[config.mk]
export PLATFORM = sky130hd
export DESIGN_NAME = token_sequence_replacer_core
export DESIGN_NICKNAME = d
export VERILOG_FILES = /design/src/rtl/tsr_pkg.sv /design/src/rtl/tsr_ctrl.sv /design/src/rtl/tsr_datapath.sv /design/src/rtl/token_sequence_replacer_core.sv
export SDC_FILE = /design/constraint.sdc
export NUM_CORES = 1
export LEC_CHECK = 0
export ABC_AREA = 1
export BUFFER_PORTS_ARGS = -buffer_cell sky130_fd_sc_hd__buf_2
export CORE_ASPECT_RATIO = 1.25
export CORE_MARGIN = 2
export CORE_UTILIZATION = 59
export DETAILED_ROUTE_END_ITERATION = 12
export HOLD_SLACK_MARGIN = 0.06
export PLACE_DENSITY = 0.77
export SLEW_MARGIN = 10
export SYNTH_ARGS = -nofsm -noshare
export SYNTH_HDL_FRONTEND = slang
export SYNTH_SLANG_ARGS = --single-unit
[constraint.sdc]
create_clock -name clk -period 4.95 [get_ports clk]
set_clock_uncertainty 0.1 [all_clocks]
set_input_delay 0.495 -clock clk [delete_from_list [all_inputs] [get_ports clk]]
set_output_delay 0.495 -clock clk [all_outputs]
set_load 0.01 [all_outputs]
[src/rtl/tsr_pkg.sv]
// tsr_pkg: shared types and constants of the token sequence replacer
`default_nettype none

package tsr_pkg;

	// fixed field widths
	localparam int unsigned TokW    = 31;
	localparam int unsigned CfgIdxW = 3;
	localparam int unsigned LenW    = 3;
	localparam int unsigned NumWords = 6;

	// configuration register indexes
	typedef enum logic [CfgIdxW-1:0] {
		CFG_PATTERN_LENGTH = 3'd0,
		CFG_REPLACEMENT_ID = 3'd1,
		CFG_PATTERN_WORD_0 = 3'd2,
		CFG_PATTERN_WORD_1 = 3'd3,
		CFG_PATTERN_WORD_2 = 3'd4,
		CFG_PATTERN_WORD_3 = 3'd5,
		CFG_PATTERN_WORD_4 = 3'd6,
		CFG_PATTERN_WORD_5 = 3'd7
	} tsr_cfg_idx_t;

	// input transaction payload
	typedef struct packed {
		logic [TokW-1:0] token_in;
		logic            text_end;
		logic            replace_enable;
	} tsr_in_item_t;

	// output transaction payload
	typedef struct packed {
		logic [TokW-1:0] token_out;
		logic            text_last;
	} tsr_out_item_t;

	// controller state
	typedef enum logic {
		ST_IDLE,
		ST_RUN
	} tsr_state_t;

	// controller to datapath
	typedef struct packed {
		logic load;
		logic step;
	} tsr_cmd_t;

	// datapath to controller
	typedef struct packed {
		logic emit;
		logic out_free;
	} tsr_status_t;

endpackage

`default_nettype wire

[src/rtl/tsr_ctrl.sv]
// tsr_ctrl: sequencing state machine of the token sequence replacer
`default_nettype none

module tsr_ctrl (
	input  wire logic                clk,
	input  wire logic                arst_n,
	input  wire logic                in_valid,
	output logic                     in_ready,
	input  wire tsr_pkg::tsr_status_t sts,
	output tsr_pkg::tsr_cmd_t        cmd
);
	import tsr_pkg::*;

	tsr_state_t state_q, state_d;

	// state register
	always_ff @(posedge clk or negedge arst_n) begin
		if (!arst_n) begin
			state_q <= ST_IDLE;
		end else begin
			state_q <= state_d;
		end
	end

	// next state
	always_comb begin
		state_d = state_q;
		unique case (state_q)
			ST_IDLE: begin
				if (in_valid) state_d = ST_RUN;
			end
			ST_RUN: begin
				if (!sts.emit) state_d = ST_IDLE;
			end
			default: state_d = ST_IDLE;
		endcase
	end

	// outputs
	always_comb begin
		in_ready = 1'b0;
		cmd      = '0;
		unique case (state_q)
			ST_IDLE: begin
				in_ready = 1'b1;
				cmd.load = in_valid;
			end
			ST_RUN: begin
				cmd.step = sts.emit && sts.out_free;
			end
			default: begin
				in_ready = 1'b0;
			end
		endcase
	end

endmodule

`default_nettype wire

[src/rtl/tsr_datapath.sv]
// tsr_datapath: configuration, token window, pattern compare and result register
`default_nettype none

module tsr_datapath #(
	parameter int MAX_PATTERN = 6,
	parameter int TOKEN_BITS  = 31
) (
	input  wire logic                        clk,
	input  wire logic                        arst_n,
	input  wire logic                        cfg_valid,
	output logic                             cfg_ready,
	input  wire logic [tsr_pkg::CfgIdxW-1:0] cfg_index,
	input  wire logic [tsr_pkg::TokW-1:0]    cfg_data,
	input  wire tsr_pkg::tsr_in_item_t       in_data,
	output logic                             out_valid,
	input  wire logic                        out_ready,
	output tsr_pkg::tsr_out_item_t           out_data,
	input  wire tsr_pkg::tsr_cmd_t           cmd,
	output tsr_pkg::tsr_status_t             sts
);
	import tsr_pkg::*;

	localparam int SB = (TOKEN_BITS < int'(TokW)) ? TOKEN_BITS : int'(TokW);
	localparam int CW = $clog2(MAX_PATTERN + 1);
	localparam int IW = (MAX_PATTERN > 1) ? $clog2(MAX_PATTERN) : 1;

	// configuration registers
	logic [LenW-1:0] len_q;
	logic [TokW-1:0] repl_q;
	logic [TokW-1:0] pat_q [NumWords];

	// token window: buffered prefix plus the newest token
	logic [SB-1:0]   work_q [MAX_PATTERN];
	logic [CW-1:0]   count_q;
	logic            en_q;
	logic            last_q;

	// result register
	logic            out_valid_q;
	tsr_out_item_t   out_data_q;

	logic [CW-1:0]   len_eff;
	logic            prefix;
	logic            full;
	logic            emit_front;
	logic            out_free;

	assign cfg_ready = 1'b1;

	// configuration writes
	always_ff @(posedge clk or negedge arst_n) begin
		if (!arst_n) begin
			len_q  <= LenW'(1);
			repl_q <= TokW'(1);
			for (int i = 0; i < int'(NumWords); i++) pat_q[i] <= '0;
		end else if (cfg_valid) begin
			unique case (tsr_cfg_idx_t'(cfg_index))
				CFG_PATTERN_LENGTH: len_q     <= cfg_data[LenW-1:0];
				CFG_REPLACEMENT_ID: repl_q    <= cfg_data;
				CFG_PATTERN_WORD_0: pat_q[0]  <= cfg_data;
				CFG_PATTERN_WORD_1: pat_q[1]  <= cfg_data;
				CFG_PATTERN_WORD_2: pat_q[2]  <= cfg_data;
				CFG_PATTERN_WORD_3: pat_q[3]  <= cfg_data;
				CFG_PATTERN_WORD_4: pat_q[4]  <= cfg_data;
				CFG_PATTERN_WORD_5: pat_q[5]  <= cfg_data;
				default: len_q <= len_q;
			endcase
		end
	end

	// clamp pattern length into 1..MAX_PATTERN
	always_comb begin
		if (len_q == '0) begin
			len_eff = CW'(1);
		end else if (int'(len_q) > MAX_PATTERN) begin
			len_eff = CW'(MAX_PATTERN);
		end else begin
			len_eff = CW'(len_q);
		end
	end

	// window against pattern prefix, all positions at once
	always_comb begin
		prefix = (count_q <= len_eff);
		for (int i = 0; i < MAX_PATTERN; i++) begin
			if ((CW'(i) < count_q) && (work_q[i] != pat_q[i][SB-1:0])) prefix = 1'b0;
		end
	end

	// one decision per cycle: replacement, emit oldest token, or finished
	assign full       = en_q && prefix && (count_q == len_eff) && (count_q != '0);
	assign emit_front = (count_q != '0) && !full && (!en_q || !prefix || last_q);
	assign out_free   = !out_valid_q || out_ready;

	assign sts.emit     = full || emit_front;
	assign sts.out_free = out_free;

	// window control
	always_ff @(posedge clk or negedge arst_n) begin
		if (!arst_n) begin
			count_q <= '0;
			en_q    <= 1'b0;
			last_q  <= 1'b0;
		end else if (cmd.load) begin
			count_q <= count_q + CW'(1);
			en_q    <= in_data.replace_enable;
			last_q  <= in_data.text_end;
		end else if (cmd.step) begin
			if (full) begin
				count_q <= '0;
			end else begin
				count_q <= count_q - CW'(1);
			end
		end
	end

	// window contents: append on load, shift out the oldest on emit
	always_ff @(posedge clk) begin
		if (cmd.load) begin
			work_q[count_q[IW-1:0]] <= in_data.token_in[SB-1:0];
		end else if (cmd.step && emit_front) begin
			for (int i = 0; i < MAX_PATTERN - 1; i++) work_q[i] <= work_q[i+1];
		end
	end

	// result valid
	always_ff @(posedge clk or negedge arst_n) begin
		if (!arst_n) begin
			out_valid_q <= 1'b0;
		end else if (cmd.step) begin
			out_valid_q <= 1'b1;
		end else if (out_ready) begin
			out_valid_q <= 1'b0;
		end
	end

	// result payload
	always_ff @(posedge clk) begin
		if (cmd.step) begin
			out_data_q.token_out <= full ? repl_q : TokW'(work_q[0]);
			out_data_q.text_last <= last_q && (full || (count_q == CW'(1)));
		end
	end

	assign out_valid = out_valid_q;
	assign out_data  = out_data_q;

endmodule

`default_nettype wire

[src/rtl/token_sequence_replacer_core.sv]
// token_sequence_replacer_core: top level of the stream pattern find-and-replace block
//
// channel   direction  handshake              payload
// in        input      in_valid / in_ready    in_data    (token_in, text_end, replace_enable)
// out       output     out_valid / out_ready  out_data   (token_out, text_last)
// cfg       input      cfg_valid / cfg_ready  cfg_index, cfg_data
//
// idle loads one transaction; run then gives one result per step and closes on a pass with
// no result; one result per cycle while out_ready allows: oldest token or replacement
// an item gives 0 to MAX_PATTERN results; new input waits until the window settles
// a result waits in the output register; out_ready low holds the shifter in place
// arst_n clears the window and loads the register reset values; no clearing pass
`default_nettype none

module token_sequence_replacer_core #(
	parameter int MAX_PATTERN = 6,
	parameter int TOKEN_BITS  = 31
) (
	input  wire logic                        clk,
	input  wire logic                        arst_n,
	input  wire logic                        in_valid,
	output logic                             in_ready,
	input  wire tsr_pkg::tsr_in_item_t       in_data,
	output logic                             out_valid,
	input  wire logic                        out_ready,
	output tsr_pkg::tsr_out_item_t           out_data,
	input  wire logic                        cfg_valid,
	output logic                             cfg_ready,
	input  wire logic [tsr_pkg::CfgIdxW-1:0] cfg_index,
	input  wire logic [tsr_pkg::TokW-1:0]    cfg_data
);
	import tsr_pkg::*;

	tsr_cmd_t    cmd;
	tsr_status_t sts;

	// sequencing
	tsr_ctrl u_ctrl (
		.clk      (clk),
		.arst_n   (arst_n),
		.in_valid (in_valid),
		.in_ready (in_ready),
		.sts      (sts),
		.cmd      (cmd)
	);

	// window and compare
	tsr_datapath #(
		.MAX_PATTERN (MAX_PATTERN),
		.TOKEN_BITS  (TOKEN_BITS)
	) u_datapath (
		.clk       (clk),
		.arst_n    (arst_n),
		.cfg_valid (cfg_valid),
		.cfg_ready (cfg_ready),
		.cfg_index (cfg_index),
		.cfg_data  (cfg_data),
		.in_data   (in_data),
		.out_valid (out_valid),
		.out_ready (out_ready),
		.out_data  (out_data),
		.cmd       (cmd),
		.sts       (sts)
	);

endmodule

`default_nettype wire
==> results.cfg, run 1 <==
[sta]
max_freq_mhz = 270
rsz0062_at_grt = no
layout_min_cycle_time_ns = 3.70
setup_viol = 0
worst_pin_slew_ns = 1.19
slew_headroom_pct = 20.3
finalMaxSlewViolations = 0
timing.final.crit_share_pct = 74.8
hold_violations = 0
tns_ns = 0

[global_route]
antenna_found_initial = 0
grt_pass1_vias = 13900
grt_usage_pct = 26.6
grt_pass1_wl_mm = 71.7
gr-total-overflow = 0
grt_max_degree = 105

[clock_network]
cts_resized = 0
cts_max_level = 2
clock_latency_ns = 0.55
clk_pin_slew_ns = 0.06
clock_sinks = 445
cts_max_path_buffers = 3
cts_tree = built
root_buffer = clkbuf_16
numCtsBuffers = 43

[synth]
postSynthAreaPerCell_um2 = 9.97
synth.area.top_cells = edfxtp_1 (34%), dfrtp_1 (29%), nand2_1 (9.4%), o21ai_0 (9.4%), xnor2_1 (5.9%)
synthesis.area_um2 = 19400
ys_ff_latch = 445
synth.distinct_cells = 27
ys.flop_type = dfrtp_1
yosysTopAreaCell = edfxtp_1
synth_top_area_share_pct = 33.8
yosysSeqAreaShare_pct = 63.1
synth_commonest_cells = nand2_1 (487), o21ai_0 (363), inv_1 (239), dfrtp_1 (225), edfxtp_1 (218)
async_flop_share_pct = 51.0
syn_nets = 2024
synth_most_common_cell = nand2_1
yosysWarnings = 0
synth-edff-count = 218
synthCells = 1945

[layout]
stdcell_count = 2521
nFillCells = 2363
drive_gt1_share_pct = 11.0
diodes = 0
multi_input_area_um2 = 6030
register_area_um2 = 12200
nets = 2149
syn_to_final_growth_pct = 13.7

[setup_path]
worstReg2RegStart = u_datapath.count_q[1]$_DFFE_PN0P_
crit_path_end_kind = flip-flop
crit_type = reg -> reg
cp_max_fo = 21
arrival_ns = 3.82
cp_slowest_cell = nand4_1
crit_path_max_incr_delay_ns = 0.74
cpMostUsedCell = nand2_1
cp-startpoint = u_datapath.count_q[1]$_DFFE_PN0P_
worstSetupStartpointType = flip-flop
path_cells = inv_1 -> ha_1 -> nand2_1 -> nand2_1 -> nand2_1 -> a21oi_2 -> nand3_1 -> nand4_1 -> o31ai_4 -> buf_4
critPathRequiredTime_ns = 5.06

[job]
drv_cap = 0

[min_path]
min_from = in_data[7]
worst_hold_path_type = in -> reg

[routing]
vias = 13800
drt-total-wl_mm = 44.8
dr.first_iter.drc_count = 1089
first_pass_iters = 6
wl_per_cell_um = 17.8
drc = 0
antenna_left = 0
drt-vias-per-instance = 5.48

[placed_design]
place_inst = 2414
hpwl_mm = 29.2
routabilityCongestion = 0.845
numPortBuffers = 105

[floorplan]
rows = 74
dieArea_um2 = 34300
start_util_pct = 59.7
die_h_um = 207
die_w_um = 166
ioPinCount = 107
core_area_um2 = 32500

[pwr]
p_leak_nw = 9.78
peakVddDrop_mv = 0.410
powerDensity_nw_per_um2 = 612

[run_status]
status = finished, final reports clean
[power breakdown]
| group | leakage (nW) | switching [W] | internal (W) |
|---|---|---|---|
| logic | 4.21 | 0.00242 | 0.00138 |
| clock network | 0.684 | 0.00137 | 0.00186 |
| registers | 4.89 | 0.000808 | 0.00565 |
| total | 9.78 | 0.00460 | 0.00889 |
[layout make-up]
class	count	area share [%]
clock buffers	62	5.66
clock inverters	16	0.624
inverters	239	4.07
multi-input cells	1189	27.3
flip-flops and latches	445	55.5
well taps	418	2.37
repair buffers	152	4.47
[logic make-up (layout without fill, tap and decap cells)]
kind of cell / after synthesis / after routing / synth area share [%]
AOI/OAI and AO/OA: 399 / 399 / 10.4
xor gates and xnor gates: 151 / 151 / 6.82
adders and majority gates: 7 / 7 / 0.452
buffers and inverters: 311 / 469 / 6.31
DFF: 445 / 445 / 63.1
other: 1 / 1 / 0.0193
and+or+nand+nor: 631 / 631 / 13.0
[final timing paths]
path | endpoint | slack, ns | cells past startpoint
max in group asynchronous | u_datapath.pat_q[167]$_DFFE_PN0P_ | 3.04 | 3
hold reg to reg | u_datapath.repl_q[2]$_DFFE_PN0P_ | 0.38 | 2
min in group asynchronous | u_datapath.count_q[0]$_DFFE_PN0P_ | 0.47 | 2
hold / removal | u_datapath.work_q[5][5]$_DFFE_PP_ | 0.08 | 1
setup reg to reg | u_datapath.work_q[1][28]$_DFFE_PP_ | 1.25 | 10
setup / recovery | u_datapath.work_q[1][28]$_DFFE_PP_ | 1.25 | 10
[placed cells by master, fill, tap and decap left out, types with 2 or more instances in the layout]
master / instances
a21oi_1: 18
buf_12: 2
buf_2: 104
buf_4: 16
bufinv_16: 2
clkbuf_1: 9
clkbuf_16: 43
clkbuf_8: 10
clkinv_1: 2
clkinv_2: 8
clkinvlp_4: 2
dfrtp_1: 225
dfstp_2: 2
dlygate4sd3_1: 29
edfxtp_1: 218
ha_1: 7
inv_1: 239
nand2_1: 482
nand2_2: 25
nand3_1: 15
nand3_2: 2
nand4_1: 23
nor2_1: 78
nor3_2: 3
o21ai_0: 361
o21ai_1: 14
o21ai_4: 2
o31ai_4: 2
or2_2: 3
xnor2_1: 130
xor2_1: 21
[per-stage QoR]
stage	utilization [%]	hold slack (ns)	worst slack (ns)	power [W]	instance area, um2
global placement	62.7	0.365	1.35	0.0100	20400
finish	67.8	0.0763	1.25	0.0135	22000
CTS	67.8	0.0604	1.28	0.0135	22000
global route	67.8	0.0666	0.988	0.0143	22000
detailed placement	62.7	0.373	1.31	0.0103	20400
floorplan	-	0.0994	0.326	0.00897	19400
[worst max-delay path: cells and delay by family, from the launching register on]
kind,cells,cell delay (ns)
adders and majority gates,1,0.24
DFF,1,0.53
buffers and inverters,2,0.70
and+or+nand+nor,5,1.14
AOI/OAI and AO/OA,2,0.64
[flip-flops by register name (all words and copies together), names as in the netlist, 3 cells and up]
name and count:
u_datapath.count_q 3, u_datapath.pat_q 186, u_datapath.work_q 186, u_datapath.repl_q 31
u_datapath.out_data 32, u_datapath.len_q 3
[timing repair]
item,in CTS,in global routing
buffers inserted,0,0
hold buffers,29,0
hold endpoints to repair,127,0
[per-layer routing]
layer	routed length (um)	track usage [%]	vias to the layer above
li1	-	-	6540
met1	17800	33.4	6748
met2	22800	47.3	434
met3	2690	3.78	87
met4	1510	10.3	0
met5	0	0	-
(Power assumes the default switching activity.)
==> run 2, diff against run 1 <==
ABC_AREA = 0   (was 1)
CORE_UTILIZATION = 55   (was 59)
PLACE_DENSITY = 0.76   (was 0.77)
clock period = 3 ns   (was 4.95 ns; I/O delays follow)
==> run 2 against run 1 <==
Wire length up 26%; largest power group unchanged; maximum frequency up 8.1%; sequential power increased by 66%; the run now ends with negative setup slack left; clock power rose by 69%; flip-flop and latch count stayed put; register-to-register slack got worse by 1.7 ns; critical path depth is the same.
==> results.cfg, run 2 <==
[clock_network]
cts_max_path_buffers = 3
cts_max_level = 2
clock_latency_ns = 0.57
root_buffer = clkbuf_16
clock_sinks = 445
clk_pin_slew_ns = 0.06
cts_tree = built
numCtsBuffers = 44

[layout]
nets = 1637
register_area_um2 = 12200
design_area_um2 = 25000
final_common_cell = mux2_2
syn_to_final_growth_pct = 27.3
drive_gt1_share_pct = 47.3
multi_input_area_um2 = 7780
final_cell_mix = mux2_2 (277), dfrtp_1 (225), edfxtp_1 (218)
stdcell_count = 2068
diodes = 0
nFillCells = 2285
post-route-util_pct = 70.9

[setup_path]
worst-r2r-cell-count = 10
crit_type = reg -> reg
cp_slowest_cell = edfxtp_1
arrival_ns = 3.63
rr_endpoint = u_datapath.work_q[4][22]$_DFFE_PP_
worstReg2RegStart = u_datapath.work_q[3][7]$_DFFE_PP_
cpMostUsedCell = nand4_1
path_buf_inv = 2
cp_max_fo = 15
critPathRequiredTime_ns = 3.21
crit_path_end_kind = flip-flop
worstSetupStartpointType = flip-flop
crit_path_max_incr_delay_ns = 0.43
path_cells = xnor2_1 -> buf_4 -> nand4_1 -> nor4_2 -> nand4_1 -> o32a_1 -> nor3_4 -> a21o_4 -> buf_12 -> mux2_2
reg2reg_slack_ns = -0.43
cpLargestDelayFamily = simple AND/OR/NAND/NOR gates

[pwr]
power.total_w = 0.0269
p_sw_w = 0.00904
switching_share_pct = 33.6
internal_power_w = 0.0179
p_seq_share_pct = 39.8
peakVddDrop_mv = 0.586
powerDensity_nw_per_um2 = 1080
p_clk_share_pct = 20.3
power_frac_comb_pct = 39.9
p_leak_nw = 10.3

[synth]
synthesis.area_um2 = 19600
synthCells = 1227
yosysTopAreaCell = edfxtp_1
synth_top_area_share_pct = 33.4
ys_ff_latch = 445
synth.distinct_cells = 43
yosysSeqAreaShare_pct = 62.3
synth-edff-count = 218
syn_nets = 1306
synth.area.top_cells = edfxtp_1 (33%), dfrtp_1 (29%), mux2_2 (20%), xnor2_1 (4.6%), xor2_1 (3.7%)
synth_most_common_cell = mux2_2
ys.flop_type = dfrtp_1
yosysWarnings = 0
synth_commonest_cells = mux2_2 (342), dfrtp_1 (225), edfxtp_1 (218), xnor2_1 (102), xor2_1 (84)
postSynthAreaPerCell_um2 = 16.0
async_flop_share_pct = 51.0

[sta]
timing.final.crit_share_pct = 114
setup_viol = 371
slew_headroom_pct = 56.7
hold_violations = 0
finalMaxSlewViolations = 0
rsz0062_at_grt = yes
layout_min_cycle_time_ns = 3.43
max_freq_mhz = 292
worst_pin_slew_ns = 0.649
worst_slack_ns = -0.425

[floorplan]
die_h_um = 215
ioPinCount = 107
dieArea_um2 = 37200
core_area_um2 = 35300
rows = 77
start_util_pct = 55.7
die_w_um = 173

[min_path]
min_from = cfg_data[29]
min_to = u_datapath.pat_q[29]$_DFFE_PN0P_
holdPathStages = 2
worst_hold_path_type = in -> reg

[routing]
drt-total-wl_mm = 56.4
drc = 0
first_pass_iters = 5
drt-vias-per-instance = 5.94
antenna_left = 0
wl_per_cell_um = 27.3
vias = 12300
dr.first_iter.drc_count = 1025

[run_status]
status = complete, but fails checks
violations = negative setup slack

[global_route]
grt_usage_pct = 29.7
gr-total-overflow = 0
antenna_found_initial = 0
grt_max_degree = 67
grt_pass1_wl_mm = 81.3
grt_pass1_vias = 12400

[placed_design]
routabilityCongestion = 0.946
post_dp_cell_area_um2 = 21800
place_inst = 1898
numPortBuffers = 105
dpl_worst_slack_ns = -0.583
hpwl_mm = 36.0

[job]
drv_cap = 0
run 2: changes by cell type after synthesis, moves of 25 or more:
cell	previous run	this run
clkbuf_1	46	12
o21ai_0	363	5
nor2_1	78	3
nor4_1	0	25
xnor2_1	130	102
mux2_1	0	62
xor2_1	21	84
mux2_2	0	342
nand2_1	487	18
inv_1	239	6
run 2: metal layers:
layer  track usage, %  wire [um]
met1             38.8      22100
met2             49.5      27800
met3             4.42       3790
met4             13.5       2810
met5                0          0
run 2: timing repair:
item,4_1_cts,5_1_grt
pin swaps,7,14
endpoints found under the hold margin,418,0
cloned,6,8
setup buffers,9,2
resized for setup,36,127
hold buffers,64,0
setup endpoints to repair,377,379
run 2: cell families (layout without fill, tap and decap cells):
logic type | Yosys count | count (layout) | share of synthesized area [%]
AOI/OAI and AO/OA | 25 | 26 | 0.912
adders and majority gates | 8 | 8 | 0.497
and+or+nand+nor | 105 | 105 | 3.14
other | 1 | 1 | 0.0191
muxes | 404 | 404 | 23.2
buffers and inverters | 53 | 419 | 1.64
xor gates and xnor gates | 186 | 186 | 8.30
DFF | 445 | 445 | 62.3
run 2: worst max-delay path by stage:
stage / from / endpoint / slack, ns / cells after the start
global placement: u_datapath.work_q[0][29]$_DFFE_PP_ / u_datapath.work_q[0][18]$_DFFE_PP_ / -0.53 / 9
floorplan: u_datapath.count_q[0]$_DFFE_PN0P_ / u_datapath.count_q[2]$_DFFE_PN0P_ / -0.05 / 10
CTS: u_datapath.work_q[0][22]$_DFFE_PP_ / u_datapath.out_data[19]$_DFFE_PP_ / -0.30 / 11
detailed placement: u_datapath.work_q[0][29]$_DFFE_PP_ / u_datapath.work_q[0][18]$_DFFE_PP_ / -0.58 / 9
finish: u_datapath.work_q[3][7]$_DFFE_PP_ / u_datapath.work_q[4][22]$_DFFE_PP_ / -0.43 / 10
global route: u_datapath.work_q[3][6]$_DFFE_PP_ / u_datapath.work_q[1][9]$_DFFE_PP_ / -0.46 / 10
run 2: final cells by class:
class	count	area share (%)
Multi-Input combinational cell	730	31.1
Sequential cell	445	48.9
Inverter	6	0.0901
Timing Repair Buffer	331	11.8
Clock inverter	9	0.350
Clock buffer	73	5.33
Tap cell	474	2.37
run 2: power by group through the flow:
stage / combinational (W) / sequential [W] / clock [W]
finish: 0.0107 / 0.0107 / 0.00546
global route: 0.0111 / 0.0109 / 0.00575
CTS: 0.00943 / 0.0106 / 0.00552
detailed placement: 0.00865 / 0.0107 / 0
global placement: 0.00852 / 0.0106 / 0
floorplan: 0.00463 / 0.0104 / 0
run 2: through the flow:
stage | hold WS [ns] | TNS [ns]
2_1_floorplan | -0.0956 | -3.26
3_3_place_gp | 0.214 | -139.93
3_5_place_dp | 0.210 | -164.00
4_1_cts | 0.0971 | -91.20
5_1_grt | 0.126 | -149.06
6_report | 0.125 | -129.08
==> run 3, diff against run 2 <==
GPL_TIMING_DRIVEN = 0   (was not set)
SLEW_MARGIN = not set   (was 10)
==> run 3 against run 2 <==
The run still ends with negative setup slack left; power is 6.6% higher; critical endpoint is now u_datapath.work_q[0][21]$_DFFE_PP_; sequential power hardly changed; first-iteration DRC count is 38% higher.
==> results.cfg, run 3 (same netlist as run 2, synthesis figures left out) <==
[clock_network]
cts_tree = built
cts_max_path_buffers = 3
numCtsBuffers = 44
clock_latency_ns = 0.57
cts_max_level = 2
clk_pin_slew_ns = 0.07
clock_sinks = 445
root_buffer = clkbuf_16

[sta]
holdWs_ns = 0.0892
setup_viol = 377
slew_headroom_pct = 17.0
max_freq_mhz = 277
timing.final.crit_share_pct = 120
worst_pin_slew_ns = 1.25
layout_min_cycle_time_ns = 3.61
hold_violations = 0
worst_slack_ns = -0.607
finalMaxSlewViolations = 0
rsz0062_at_grt = yes

[floorplan]
dieArea_um2 = 37200
rows = 77
core_area_um2 = 35300
ioPinCount = 107
die_w_um = 173
start_util_pct = 55.7
die_h_um = 215

[layout]
nets = 1605
syn_to_final_growth_pct = 30.0
drive_gt1_share_pct = 47.8
final_cell_mix = mux2_2 (287), dfrtp_1 (225), edfxtp_1 (218)
final_common_cell = mux2_2
stdcell_count = 2036
diodes = 0
design_area_um2 = 25500
nFillCells = 2164

[setup_path]
cp_max_fo = 5
worstSetupStartpointType = flip-flop
crit_path_end_kind = flip-flop
critPathRequiredTime_ns = 3.21
arrival_ns = 3.82
crit_type = reg -> reg

[global_route]
grt_pass1_vias = 12900
gr-total-overflow = 0
antenna_found_initial = 0
grt_usage_pct = 32.9
grt_pass1_wl_mm = 88.4
grt_max_degree = 105

[routing]
dr.first_iter.drc_count = 1410
drt-vias-per-instance = 6.19
vias = 12600
antenna_left = 0
drc = 0
drt-total-wl_mm = 62.0
wl_per_cell_um = 30.4
first_pass_iters = 5

[run_status]
status = complete, but fails checks
violations = negative setup slack

[placed_design]
post_dp_cell_area_um2 = 21100
place_inst = 1819
hpwl_mm = 38.9
numPortBuffers = 105
routabilityCongestion = 0.909

[min_path]
worst_hold_path_type = in -> reg

[pwr]
p_leak_nw = 10.4
powerDensity_nw_per_um2 = 1130
peakVddDrop_mv = 0.619

[job]
drv_cap = 0
run 3: changes by cell type in the layout (fill, tap and decap cells not counted), moves of 5 or more:
cell,delta
xnor2_2,+23
xnor2_1,-24
nor4_4,+5
buf_12,+15
buf_1,+12
mux2_2,+10
buf_16,+11
buf_8,+8
bufinv_16,+6
mux2_1,-14
buf_4,-92
run 3: cell type report:
class                   instances  area [um2]  share of cell area (%)
inverters                       6        26.3                   0.103
clock buffers                  58        1230                    4.84
plain buffers                  47         537                    2.10
clock inverters                24         307                    1.20
multi-input cells             729        8000                    31.3
flip-flops and latches        445       12200                    47.9
well taps                     474         593                    2.33
repair buffers                253        2580                    10.1
run 3: final timing paths:
| check | cells past startpoint | start | slack (ns) | to |
|---|---|---|---|---|
| worst min register to register | 1 | u_datapath.repl_q[5]$_DFFE_PN0P_ | 0.41 | u_datapath.repl_q[5]$_DFFE_PN0P_ |
| worst min-delay path | 2 | cfg_data[21] | 0.09 | u_datapath.pat_q[21]$_DFFE_PN0P_ |
| worst max register to register | 13 | u_datapath.work_q[1][8]$_DFFE_PP_ | -0.61 | u_datapath.work_q[0][21]$_DFFE_PP_ |
| min in group asynchronous | 2 | arst_n | 0.13 | u_datapath.pat_q[146]$_DFFE_PN0P_ |
| max in group asynchronous | 3 | arst_n | 1.75 | u_datapath.pat_q[173]$_DFFE_PN0P_ |
| worst max-delay path | 13 | u_datapath.work_q[1][8]$_DFFE_PP_ | -0.61 | u_datapath.work_q[0][21]$_DFFE_PP_ |
run 3: worst max-delay path, cell delays in order (launching register included):
cell and delay (ns):
edfxtp_1 0.43, xnor2_2 0.34, nand4_1 0.27, nor4_4 0.36
nand2_1 0.11, o32a_1 0.40, nor3_4 0.23, a21o_1 0.15
buf_6 0.14, buf_12 0.12, buf_12 0.13, buf_12 0.11
buf_16 0.12, mux2_4 0.31
run 3: metrics by stage:
stage	TNS [ns]	total power (W)	worst slack, ns	utilization [%]
after floorplan	-3.26	0.0151	-0.0492	-
after global placement	-1151.82	0.0181	-2.96	59.0
after detailed placement	-398.75	0.0187	-1.36	59.8
after CTS	-150.52	0.0278	-0.516	71.4
after global routing	-189.96	0.0293	-0.615	72.3
final	-185.40	0.0287	-0.607	72.3
run 3: timing repair:
item | in CTS | in global routing
gates cloned | 16 | 6
hold endpoints to repair | 573 | 0
endpoints found under the setup margin | 379 | 379
pin swaps | 17 | 5
gates resized for setup | 244 | 42
buffers inserted | 41 | 14
hold buffers | 63 | 0
run 3: power breakdown:
group	internal (W)	switching (W)	total (W)
clock network	0.00351	0.00243	0.00595
registers	0.00927	0.00152	0.0108
logic	0.00603	0.00593	0.0120
run 3: layer usage:
metal,global-route usage (%),vias up,share of wire (%)
met5,0,-,0
met4,18.8,0,6.7
met3,5.86,213,8.9
met2,53.2,745,47
met1,42.1,6516,37
li1,-,5137,-
